**src/sv/rc5_pkg.sv**
```systemverilog
// Package for the RC-5 infrared receiver: register indexes, reset values,
// packet field positions and the shared struct types.
// No dependencies.
package rc5_pkg;

	// Configuration register indexes
	localparam int CfgIndexBits = 3;
	localparam int CfgDataBits  = 16;

	typedef enum logic [CfgIndexBits-1:0] {
		CFG_QUARTER_BIT  = 3'd0,
		CFG_BIT_PERIOD   = 3'd1,
		CFG_LOCKOUT_UNIT = 3'd2,
		CFG_LOCKOUT_CNT  = 3'd3,
		CFG_DEVICE_ADDR  = 3'd4
	} cfg_idx_t;

	// Field widths of the packet and the registers
	localparam int TimeRegBits  = 16;
	localparam int UnitsBits    = 8;
	localparam int AddrBits     = 5;
	localparam int CmdBits      = 6;
	localparam int AddrLsb      = 6;

	// Register reset values
	localparam logic [TimeRegBits-1:0] QuarterBitReset  = 16'd444;
	localparam logic [TimeRegBits-1:0] BitPeriodReset   = 16'd1778;
	localparam logic [TimeRegBits-1:0] LockoutUnitReset = 16'd1000;
	localparam logic [UnitsBits-1:0]   LockoutCntReset  = 8'd50;
	localparam logic [AddrBits-1:0]    DeviceAddrReset  = 5'd21;

	// Input opcodes
	localparam logic OP_TICK  = 1'b0;
	localparam logic OP_FETCH = 1'b1;

	// Receiver phases, one-hot
	typedef enum logic [4:0] {
		PH_IDLE    = 5'b00001,
		PH_LOCKOUT = 5'b00010,
		PH_START1  = 5'b00100,
		PH_START2  = 5'b01000,
		PH_BITS    = 5'b10000
	} phase_t;

	// Register file contents handed to the receiver core
	typedef struct packed {
		logic [TimeRegBits-1:0] quarter_bit_ticks;
		logic [TimeRegBits-1:0] bit_period_ticks;
		logic [TimeRegBits-1:0] lockout_unit_ticks;
		logic [UnitsBits-1:0]   lockout_units;
		logic [AddrBits-1:0]    device_address;
	} cfg_t;

	// One result item
	typedef struct packed {
		logic [CmdBits-1:0] command_code;
		logic               packet_waiting;
		logic               receiver_busy;
	} result_t;

endpackage

```
**src/sv/rc5_item_if.sv**
```systemverilog
// Input channel of the RC-5 receiver: opcode and pin sample per item.
// No dependencies.
interface rc5_item_if;
	logic valid;
	logic ready;
	logic opcode;
	logic pin_level;

	modport source (output valid, output opcode, output pin_level, input ready);
	modport sink (input valid, input opcode, input pin_level, output ready);
endinterface

```
**src/sv/rc5_result_if.sv**
```systemverilog
// Result channel of the RC-5 receiver: command code and status per item.
// Depends on rc5_pkg for field widths.
interface rc5_result_if;
	logic                         valid;
	logic                         ready;
	logic [rc5_pkg::CmdBits-1:0]  command_code;
	logic                         packet_waiting;
	logic                         receiver_busy;

	modport source (output valid, output command_code, output packet_waiting,
		output receiver_busy, input ready);
	modport sink (input valid, input command_code, input packet_waiting,
		input receiver_busy, output ready);
endinterface

```
**src/sv/rc5_cfg_regs.sv**
```systemverilog
// Configuration register file of the RC-5 receiver.
// Depends on rc5_pkg for register indexes, reset values and cfg_t.
module rc5_cfg_regs (
	input  logic                              clk,
	input  logic                              arst_n,
	input  logic                              cfg_wen,
	input  logic [rc5_pkg::CfgIndexBits-1:0]  cfg_index,
	input  logic [rc5_pkg::CfgDataBits-1:0]   cfg_data,
	output rc5_pkg::cfg_t                     cfg
);

	rc5_pkg::cfg_t cfg_q;

	// Write the addressed register, ignore unknown indexes
	always_ff @(posedge clk or negedge arst_n) begin
		if (!arst_n) begin
			cfg_q.quarter_bit_ticks  <= rc5_pkg::QuarterBitReset;
			cfg_q.bit_period_ticks   <= rc5_pkg::BitPeriodReset;
			cfg_q.lockout_unit_ticks <= rc5_pkg::LockoutUnitReset;
			cfg_q.lockout_units      <= rc5_pkg::LockoutCntReset;
			cfg_q.device_address     <= rc5_pkg::DeviceAddrReset;
		end else if (cfg_wen) begin
			unique case (cfg_index)
				rc5_pkg::CFG_QUARTER_BIT:  cfg_q.quarter_bit_ticks  <= cfg_data;
				rc5_pkg::CFG_BIT_PERIOD:   cfg_q.bit_period_ticks   <= cfg_data;
				rc5_pkg::CFG_LOCKOUT_UNIT: cfg_q.lockout_unit_ticks <= cfg_data;
				rc5_pkg::CFG_LOCKOUT_CNT:
					cfg_q.lockout_units <= cfg_data[rc5_pkg::UnitsBits-1:0];
				rc5_pkg::CFG_DEVICE_ADDR:
					cfg_q.device_address <= cfg_data[rc5_pkg::AddrBits-1:0];
				default: ;
			endcase
		end
	end

	assign cfg = cfg_q;

endmodule

```
**src/sv/rc5_rx_core.sv**
```systemverilog
// Receiver state of the RC-5 receiver: sampling timer, start-bit checks,
// bit shifter, held packet and lockout; computes one result per step.
// Depends on rc5_pkg for phases, cfg_t and result_t.
module rc5_rx_core #(
	parameter int PACKET_BITS = 12,
	parameter int TIMER_BITS  = 16
) (
	input  logic              clk,
	input  logic              arst_n,
	input  rc5_pkg::cfg_t     cfg,
	input  logic              step,
	input  logic              opcode,
	input  logic              pin_level,
	output rc5_pkg::result_t  res
);

	localparam int BitIdxBits = $clog2(PACKET_BITS + 1);

	rc5_pkg::phase_t          phase_q, phase_d;
	logic [PACKET_BITS-1:0]   shift_q, shift_d;
	logic [PACKET_BITS-1:0]   held_q, held_d;
	logic                     held_valid_q, held_valid_d;
	logic [rc5_pkg::UnitsBits-1:0] lockout_q, lockout_d;
	logic [TIMER_BITS-1:0]    tick_q, tick_d;
	logic                     last_pin_q, last_pin_d;
	logic [BitIdxBits-1:0]    bit_q, bit_d;

	logic [TIMER_BITS-1:0]    target;
	logic [TIMER_BITS-1:0]    tick_inc;
	logic                     fire;
	logic [PACKET_BITS-1:0]   shift_nx;
	logic [BitIdxBits-1:0]    bit_nx;
	logic                     addr_match;

	// Select the timer target for the current phase
	always_comb begin
		priority if (phase_q == rc5_pkg::PH_START1)
			target = TIMER_BITS'(cfg.quarter_bit_ticks);
		else if (phase_q == rc5_pkg::PH_LOCKOUT)
			target = TIMER_BITS'(cfg.lockout_unit_ticks);
		else
			target = TIMER_BITS'(cfg.bit_period_ticks);
	end

	assign tick_inc = tick_q + TIMER_BITS'(1);
	assign fire     = (tick_inc >= target);
	assign shift_nx = {shift_q[PACKET_BITS-2:0], ~pin_level};
	assign bit_nx   = bit_q + BitIdxBits'(1);
	assign addr_match = (held_q[rc5_pkg::AddrLsb +: rc5_pkg::AddrBits] == cfg.device_address);

	// Next state for one item
	always_comb begin
		phase_d      = phase_q;
		shift_d      = shift_q;
		held_d       = held_q;
		held_valid_d = held_valid_q;
		lockout_d    = lockout_q;
		tick_d       = tick_q;
		last_pin_d   = last_pin_q;
		bit_d        = bit_q;
		if (step) begin
			if (opcode == rc5_pkg::OP_FETCH) begin
				held_d       = '0;
				held_valid_d = 1'b0;
			end else begin
				last_pin_d = pin_level;
				if (phase_q == rc5_pkg::PH_IDLE) begin
					// Start on a falling edge
					if (last_pin_q && !pin_level) begin
						phase_d = rc5_pkg::PH_START1;
						tick_d  = '0;
					end
				end else begin
					tick_d = tick_inc;
					if (fire) begin
						tick_d = '0;
						unique case (phase_q)
							rc5_pkg::PH_LOCKOUT: begin
								if (lockout_q != '0)
									lockout_d = lockout_q - rc5_pkg::UnitsBits'(1);
								if (lockout_q <= rc5_pkg::UnitsBits'(1))
									phase_d = rc5_pkg::PH_IDLE;
							end
							rc5_pkg::PH_START1: begin
								if (!pin_level) begin
									phase_d = rc5_pkg::PH_START2;
								end else begin
									phase_d   = rc5_pkg::PH_LOCKOUT;
									lockout_d = cfg.lockout_units;
								end
							end
							rc5_pkg::PH_START2: begin
								if (!pin_level) begin
									phase_d = rc5_pkg::PH_BITS;
									bit_d   = '0;
									shift_d = '0;
								end else begin
									phase_d   = rc5_pkg::PH_LOCKOUT;
									lockout_d = cfg.lockout_units;
								end
							end
							rc5_pkg::PH_BITS: begin
								shift_d = shift_nx;
								bit_d   = bit_nx;
								// Hold the packet after its last bit
								if (bit_nx >= BitIdxBits'(PACKET_BITS)) begin
									held_d       = shift_nx;
									held_valid_d = 1'b1;
									bit_d        = '0;
									phase_d      = rc5_pkg::PH_LOCKOUT;
									lockout_d    = cfg.lockout_units;
								end
							end
							default: ;
						endcase
					end
				end
			end
		end
	end

	// State registers
	always_ff @(posedge clk or negedge arst_n) begin
		if (!arst_n) begin
			phase_q      <= rc5_pkg::PH_IDLE;
			shift_q      <= '0;
			held_q       <= '0;
			held_valid_q <= 1'b0;
			lockout_q    <= '0;
			tick_q       <= '0;
			last_pin_q   <= 1'b1;
			bit_q        <= '0;
		end else begin
			phase_q      <= phase_d;
			shift_q      <= shift_d;
			held_q       <= held_d;
			held_valid_q <= held_valid_d;
			lockout_q    <= lockout_d;
			tick_q       <= tick_d;
			last_pin_q   <= last_pin_d;
			bit_q        <= bit_d;
		end
	end

	// Result: command on a matching fetch, status after the step
	always_comb begin
		res.command_code = '0;
		if (opcode == rc5_pkg::OP_FETCH && addr_match)
			res.command_code = held_q[rc5_pkg::CmdBits-1:0];
		res.packet_waiting = held_valid_d;
		res.receiver_busy  = (phase_d != rc5_pkg::PH_IDLE);
	end

	// An empty slot holds the zero packet
	a_empty_is_zero: assert property (@(posedge clk) disable iff (!arst_n)
		!held_valid_q |-> held_q == '0)
		else $error("held packet not cleared while empty");

	// The timer rests at zero in idle
	a_idle_timer: assert property (@(posedge clk) disable iff (!arst_n)
		phase_q == rc5_pkg::PH_IDLE |-> tick_q == '0)
		else $error("timer running in idle");

	// Bit index only moves while shifting bits
	a_bit_idx: assert property (@(posedge clk) disable iff (!arst_n)
		phase_q != rc5_pkg::PH_BITS |-> bit_q == '0)
		else $error("bit index nonzero outside bit phase");

	// A fetch empties the slot
	a_fetch_clears: assert property (@(posedge clk) disable iff (!arst_n)
		step && opcode == rc5_pkg::OP_FETCH |=> !held_valid_q)
		else $error("packet still held after fetch");

endmodule

```
**src/sv/rc5_ir_receiver.sv**
```systemverilog
// RC-5 infrared receiver with built-in sampling timer.
// An accepted item passes the input register, then the receiver state and the
// result register; it waits in the input register while the result is not taken.
// Throughput: one item per cycle while the result side takes each result.
// Reset: asynchronous, active low; restores register defaults, idle phase,
// no packet held, pin assumed high.
module rc5_ir_receiver #(
	parameter int PACKET_BITS = 12,
	parameter int TIMER_BITS  = 16
) (
	input  logic                              clk,
	input  logic                              arst_n,
	rc5_item_if.sink                          rx_item,
	rc5_result_if.source                      rx_result,
	input  logic                              cfg_wen,
	input  logic [rc5_pkg::CfgIndexBits-1:0]  cfg_index,
	input  logic [rc5_pkg::CfgDataBits-1:0]   cfg_data
);

	rc5_pkg::cfg_t    cfg;
	rc5_pkg::result_t res;
	rc5_pkg::result_t res_q;

	logic valid_s1;
	logic opcode_s1;
	logic pin_s1;
	logic out_valid_q;
	logic advance;
	logic step;

	rc5_cfg_regs u_cfg (
		.clk       (clk),
		.arst_n    (arst_n),
		.cfg_wen   (cfg_wen),
		.cfg_index (cfg_index),
		.cfg_data  (cfg_data),
		.cfg       (cfg)
	);

	// Advance when the result register is free or being taken
	assign advance = !out_valid_q || rx_result.ready;
	assign step    = valid_s1 && advance;
	assign rx_item.ready = !valid_s1 || advance;

	// Input register
	always_ff @(posedge clk or negedge arst_n) begin
		if (!arst_n) begin
			valid_s1 <= 1'b0;
		end else if (rx_item.ready) begin
			valid_s1 <= rx_item.valid;
		end
	end

	always_ff @(posedge clk) begin
		if (rx_item.valid && rx_item.ready) begin
			opcode_s1 <= rx_item.opcode;
			pin_s1    <= rx_item.pin_level;
		end
	end

	rc5_rx_core #(
		.PACKET_BITS (PACKET_BITS),
		.TIMER_BITS  (TIMER_BITS)
	) u_core (
		.clk       (clk),
		.arst_n    (arst_n),
		.cfg       (cfg),
		.step      (step),
		.opcode    (opcode_s1),
		.pin_level (pin_s1),
		.res       (res)
	);

	// Result register
	always_ff @(posedge clk or negedge arst_n) begin
		if (!arst_n) begin
			out_valid_q <= 1'b0;
		end else if (advance) begin
			out_valid_q <= valid_s1;
		end
	end

	always_ff @(posedge clk) begin
		if (step) begin
			res_q <= res;
		end
	end

	assign rx_result.valid          = out_valid_q;
	assign rx_result.command_code   = res_q.command_code;
	assign rx_result.packet_waiting = res_q.packet_waiting;
	assign rx_result.receiver_busy  = res_q.receiver_busy;

endmodule

```
**src/flat_wrapper.sv**
```systemverilog
// flat-port wrapper written by rule: the top's interface ports become plain ports
module rc5_ir_receiver_flat 
#(
	parameter int PACKET_BITS = 12,
	parameter int TIMER_BITS  = 16
)
  (clk, arst_n, cfg_wen, cfg_index, cfg_data, rx_item_valid, rx_item_opcode, rx_item_pin_level, rx_item_ready, rx_result_valid, rx_result_command_code, rx_result_packet_waiting, rx_result_receiver_busy, rx_result_ready);
  rc5_item_if rx_item_i ();
  rc5_result_if rx_result_i ();
  input  logic clk;
  input  logic arst_n;
  input  logic cfg_wen;
  input  logic [rc5_pkg::CfgIndexBits-1:0] cfg_index;
  input  logic [rc5_pkg::CfgDataBits-1:0] cfg_data;
  input wire logic [$bits(rx_item_i.valid)-1:0] rx_item_valid;
  input wire logic [$bits(rx_item_i.opcode)-1:0] rx_item_opcode;
  input wire logic [$bits(rx_item_i.pin_level)-1:0] rx_item_pin_level;
  output wire logic [$bits(rx_item_i.ready)-1:0] rx_item_ready;
  output wire logic [$bits(rx_result_i.valid)-1:0] rx_result_valid;
  output wire logic [$bits(rx_result_i.command_code)-1:0] rx_result_command_code;
  output wire logic [$bits(rx_result_i.packet_waiting)-1:0] rx_result_packet_waiting;
  output wire logic [$bits(rx_result_i.receiver_busy)-1:0] rx_result_receiver_busy;
  input wire logic [$bits(rx_result_i.ready)-1:0] rx_result_ready;
  assign rx_item_i.valid = rx_item_valid;
  assign rx_item_i.opcode = rx_item_opcode;
  assign rx_item_i.pin_level = rx_item_pin_level;
  assign rx_item_ready = rx_item_i.ready;
  assign rx_result_valid = rx_result_i.valid;
  assign rx_result_command_code = rx_result_i.command_code;
  assign rx_result_packet_waiting = rx_result_i.packet_waiting;
  assign rx_result_receiver_busy = rx_result_i.receiver_busy;
  assign rx_result_i.ready = rx_result_ready;
  rc5_ir_receiver #(.PACKET_BITS(PACKET_BITS), .TIMER_BITS(TIMER_BITS)) u_core (.clk(clk), .arst_n(arst_n), .rx_item(rx_item_i), .rx_result(rx_result_i), .cfg_wen(cfg_wen), .cfg_index(cfg_index), .cfg_data(cfg_data));
endmodule
```
**config.mk**
```make
export PLATFORM = sky130hd
export DESIGN_NAME = rc5_ir_receiver_flat
export DESIGN_NICKNAME = d
export VERILOG_FILES = /design/src/sv/rc5_pkg.sv /design/src/sv/rc5_item_if.sv /design/src/sv/rc5_result_if.sv /design/src/sv/rc5_cfg_regs.sv /design/src/sv/rc5_rx_core.sv /design/src/sv/rc5_ir_receiver.sv /design/src/flat_wrapper.sv
export SDC_FILE = /design/constraint.sdc
export NUM_CORES = 1
export LEC_CHECK = 0
export BUFFER_PORTS_ARGS = -buffer_cell sky130_fd_sc_hd__buf_2
export CORE_MARGIN = 2
export CORE_UTILIZATION = 50
export CTS_CLUSTER_DIAMETER = 60
export DETAILED_ROUTE_END_ITERATION = 8
export GPL_TIMING_DRIVEN = 1
export PLACE_DENSITY_LB_ADDON = 0.1
export SETUP_SLACK_MARGIN = 0.3
export SKIP_CTS_REPAIR_TIMING = 1
export SYNTH_ARGS = -nofsm -noshare
export SYNTH_HDL_FRONTEND = slang
export SYNTH_HIERARCHICAL = 1
export SYNTH_SLANG_ARGS = --single-unit
```
**constraint.sdc**
```tcl
create_clock -name clk -period 6.52 [get_ports clk]
set_input_delay 1.304 -clock clk [delete_from_list [all_inputs] [get_ports clk]]
set_output_delay 1.304 -clock clk [all_outputs]
set_load 0.01 [all_outputs]
```
==> flow_metrics.py <==
metrics = {
    "layout": {
        "layout_common_cells": "92 x dfrtp_1, 65 x mux2_2, 37 x a22o_1, 34 x buf_2",
        "layout_commonest_cell": "dfrtp_1",
        "syn2layout_area_growth_pct": 13.0,
        "drive_gt1_share_pct": 29.7,
        "nets": 613,
        "diodes": 0,
    },
    "timing": {
        "tns_ns": 0,
        "hold_violations": 0,
        "setup-violations-final": 0,
        "rsz0062_at_grt": "false",
        "fin_skew_ns": 0.00758,
        "timing.fmax_mhz": 264,
        "slew_headroom_pct": 35.4,
        "finalCriticalPeriod_ns": 3.79,
        "period_share_pct": 58.1,
        "drv_slew": 0,
        "fin_ws_ns": 2.73,
        "worst_pin_slew_ns": 0.969,
    },
    "routing": {
        "final_antenna_net_count": 0,
        "dr_total_vias": 4230,
        "wl_met2_um": 6420,
        "drc": 0,
        "drt_pass1_iterations": 4,
        "wirelength_um": 12600,
        "wl_per_cell_um": 16.7,
        "routed.top_layer": "met4",
        "drtIter0Drc": 215,
        "via_per_inst": 5.63,
        "m1WireLength_um": 5520,
        "wl_met3_um": 453,
    },
    "placement": {
        "post-place-ws_ns": 2.75,
        "dpl.hpwl_um": 8710,
        "io_buffers": 35,
        "gp_congestion": 0.804,
    },
    "critical_path": {
        "crit_type": "register to register",
        "reg2reg_from": "u_core/u_core/phase_q[0]",
        "r2r_slack_ns": 2.73,
        "r2r_end": "u_core/u_core/held_q[2]",
        "worst_ep_arrival_time_ns": 4.14,
        "critPathLaunchType": "register",
        "required_ns": 6.87,
        "critPathMaxFanout": 20,
        "critPathCaptureType": "register",
        "r2r_cells": 14,
    },
    "floorplan": {
        "ios": 36,
        "die_w_um": 117,
        "rows": 41,
        "die_h_um": 117,
        "start_util_pct": 50.8,
        "dieArea_mm2": 0.0136,
        "coreArea_mm2": 0.0125,
    },
    "power_and_ir_drop": {
        "power_density_mw_per_mm2": 300,
        "p_leak_nw": 3.32,
        "ir_drop_uv": 193,
        "finalPower_mw": 2.16,
    },
    "logic_synthesis": {
        "synth_ff_type": "dfrtp_1",
        "synth_nets": 577,
        "synth_top_family_by_area": "multiplexers",
        "synth-seq-cells": 129,
        "synthArstFlopShare_pct": 92.2,
        "synth-compound-area-share_pct": 11.9,
        "netlist_area_mm2": 0.00636,
        "synth_edf_count": 10,
        "synthXorXnorAreaFrac_pct": 2.76,
        "yosysWarnings": 6,
        "synth_cell_types": 54,
        "seq_area_frac_synth_pct": 52.1,
        "synth.area.mux_share_pct": 14.0,
        "synth-adder-area-share_pct": 3.94,
        "synthSimpleGateAreaFrac_pct": 12.4,
        "syn_area_per_cell_um2": 12.0,
        "syn_inst": 531,
    },
    "grt": {
        "grtUsageTotal_pct": 20.2,
        "grt_pass1_wl_um": 20700,
        "grt_max_degree": 79,
        "antenna_found_initial": 0,
        "grt_pass1_vias": 4181,
        "grt.overflow.total": 0,
    },
    "hold_path": {
        "worstHoldStart": "u_core/u_core/held_valid_q",
        "holdPathStages": 1,
        "worst_hold_path_type": "register to register",
        "min_to": "u_core/u_core/held_valid_q",
    },
    "cts": {
        "clk_pin_slew_ns": 0.06,
        "ctsHtreeMaxLevel": 4,
        "clockRootBuffer": "clkbuf_16",
        "cts_sinks": 129,
        "cts_tree": "yes",
        "cts_buffers": 17,
        "clockBufferDepth": 2,
        "worstSkewPairLatency_ns": 0.42,
    },
    "status": {
        "status": "finished clean",
    },
    "run": {
        "drv_cap": 0,
    },
}
## worst max-delay path: stages, from the launching register on
cell	delay (ns)
dfstp_2	0.57
nor2_1	0.05
nand3_1	0.08
buf_4	0.33
mux2i_1	0.23
nand2_1	0.06
o21ai_0	0.08
ha_1	0.26
a211o_1	0.26
a21oi_1	0.15
o31ai_1	0.10
a211o_1	0.47
nor2b_1	0.21
o21ai_1	0.60
a22o_1	0.24
## through the flow
step	hold slack, ns	instances	cell area (um2)	utilization [%]
after CTS	0.476	752	7180	57.4
after floorplan	0.446	531	6360	-
after detailed placement	0.463	720	6620	52.9
after global placement	0.454	720	6620	52.9
final	0.475	752	7180	57.4
after global routing	0.503	752	7180	57.4
## power by group
| part | leakage (nW) | internal (mW) | switching (mW) |
|---|---|---|---|
| sequential | 1.57 | 0.937 | 0.0627 |
| combinational | 1.48 | 0.144 | 0.130 |
| clock | 0.273 | 0.531 | 0.351 |
| total | 3.32 | 1.61 | 0.544 |
## logic make-up (layout without fill, tap and decap cells)
kind of cell	after synthesis	count (layout)
buffers and inverters	27	76
AO/OA/AOI/OAI	112	112
adder cells (fa/ha/maj)	20	20
multiplexers	81	81
AND/OR/NAND/NOR	142	142
flip-flops	129	129
XOR/XNOR	20	20
## cells in the mapped netlist, types with 6 or more instances
cell type	instances	share of area, %
a22o_1	37	5.1
nand2b_1	8	0.79
mux2_2	65	12
dfstp_2	27	11
mux2i_1	16	2.5
nor3_1	12	0.94
xor2_1	12	1.7
nand3_1	17	1.3
and2_1	9	0.89
edfxtp_1	10	4.7
nor2_1	26	1.5
o21ai_0	32	2.5
a21oi_1	18	1.4
clkbuf_1	6	0.35
and3_1	6	0.59
nand2_1	32	1.9
ha_1	20	3.9
xnor2_1	8	1.1
dfrtp_1	92	36
buf_6	8	1.4
## registers in the layout, summed over array words and instances, names as in the netlist, 4 cells and up
name,flops
u_core/u_cfg/cfg,61
u_core/u_core/tick_q,16
u_core/u_core/held_q,11
u_core/u_core/shift_q,10
u_core/u_core/lockout_q,8
u_core/rx_result.command_code,6
u_core/u_core/phase_q,5
u_core/u_core/bit_q,4
## how the worst max path moves through the flow
| stage | from | end | cells after the start |
|---|---|---|---|
| floorplan | u_core/u_core/phase_q[0] | u_core/rx_result.packet_waiting | 18 |
| global placement | u_core/u_core/phase_q[0] | u_core/u_core/held_q[9] | 14 |
| detailed placement | u_core/u_core/phase_q[0] | u_core/u_core/held_q[8] | 14 |
| CTS | u_core/u_core/phase_q[0] | u_core/u_core/held_q[2] | 14 |
| global route | u_core/u_core/phase_q[0] | u_core/u_core/held_q[0] | 14 |
| finish | u_core/u_core/phase_q[0] | u_core/u_core/held_q[2] | 14 |
## metal layers
| layer | up-vias | track usage [%] |
|---|---|---|
| li1 | 2036 | - |
| met2 | 70 | 34.2 |
| met3 | 15 | 5.60 |
| met1 | 2109 | 24.7 |
| met4 | 0 | 7.69 |
| met5 | - | 0 |
## cell type report
| type | instances | area, um2 |
|---|---|---|
| flip-flops and latches | 129 | 3310 |
| fillers | 1080 | 5340 |
| well taps | 172 | 215 |
| inverters | 5 | 18.8 |
| clock buffers | 22 | 485 |
| multi-input cells | 375 | 2870 |
| clock inverters | 10 | 75.1 |
| repair buffers | 39 | 208 |
No activity file was read; power rests on OpenSTA's default activity.
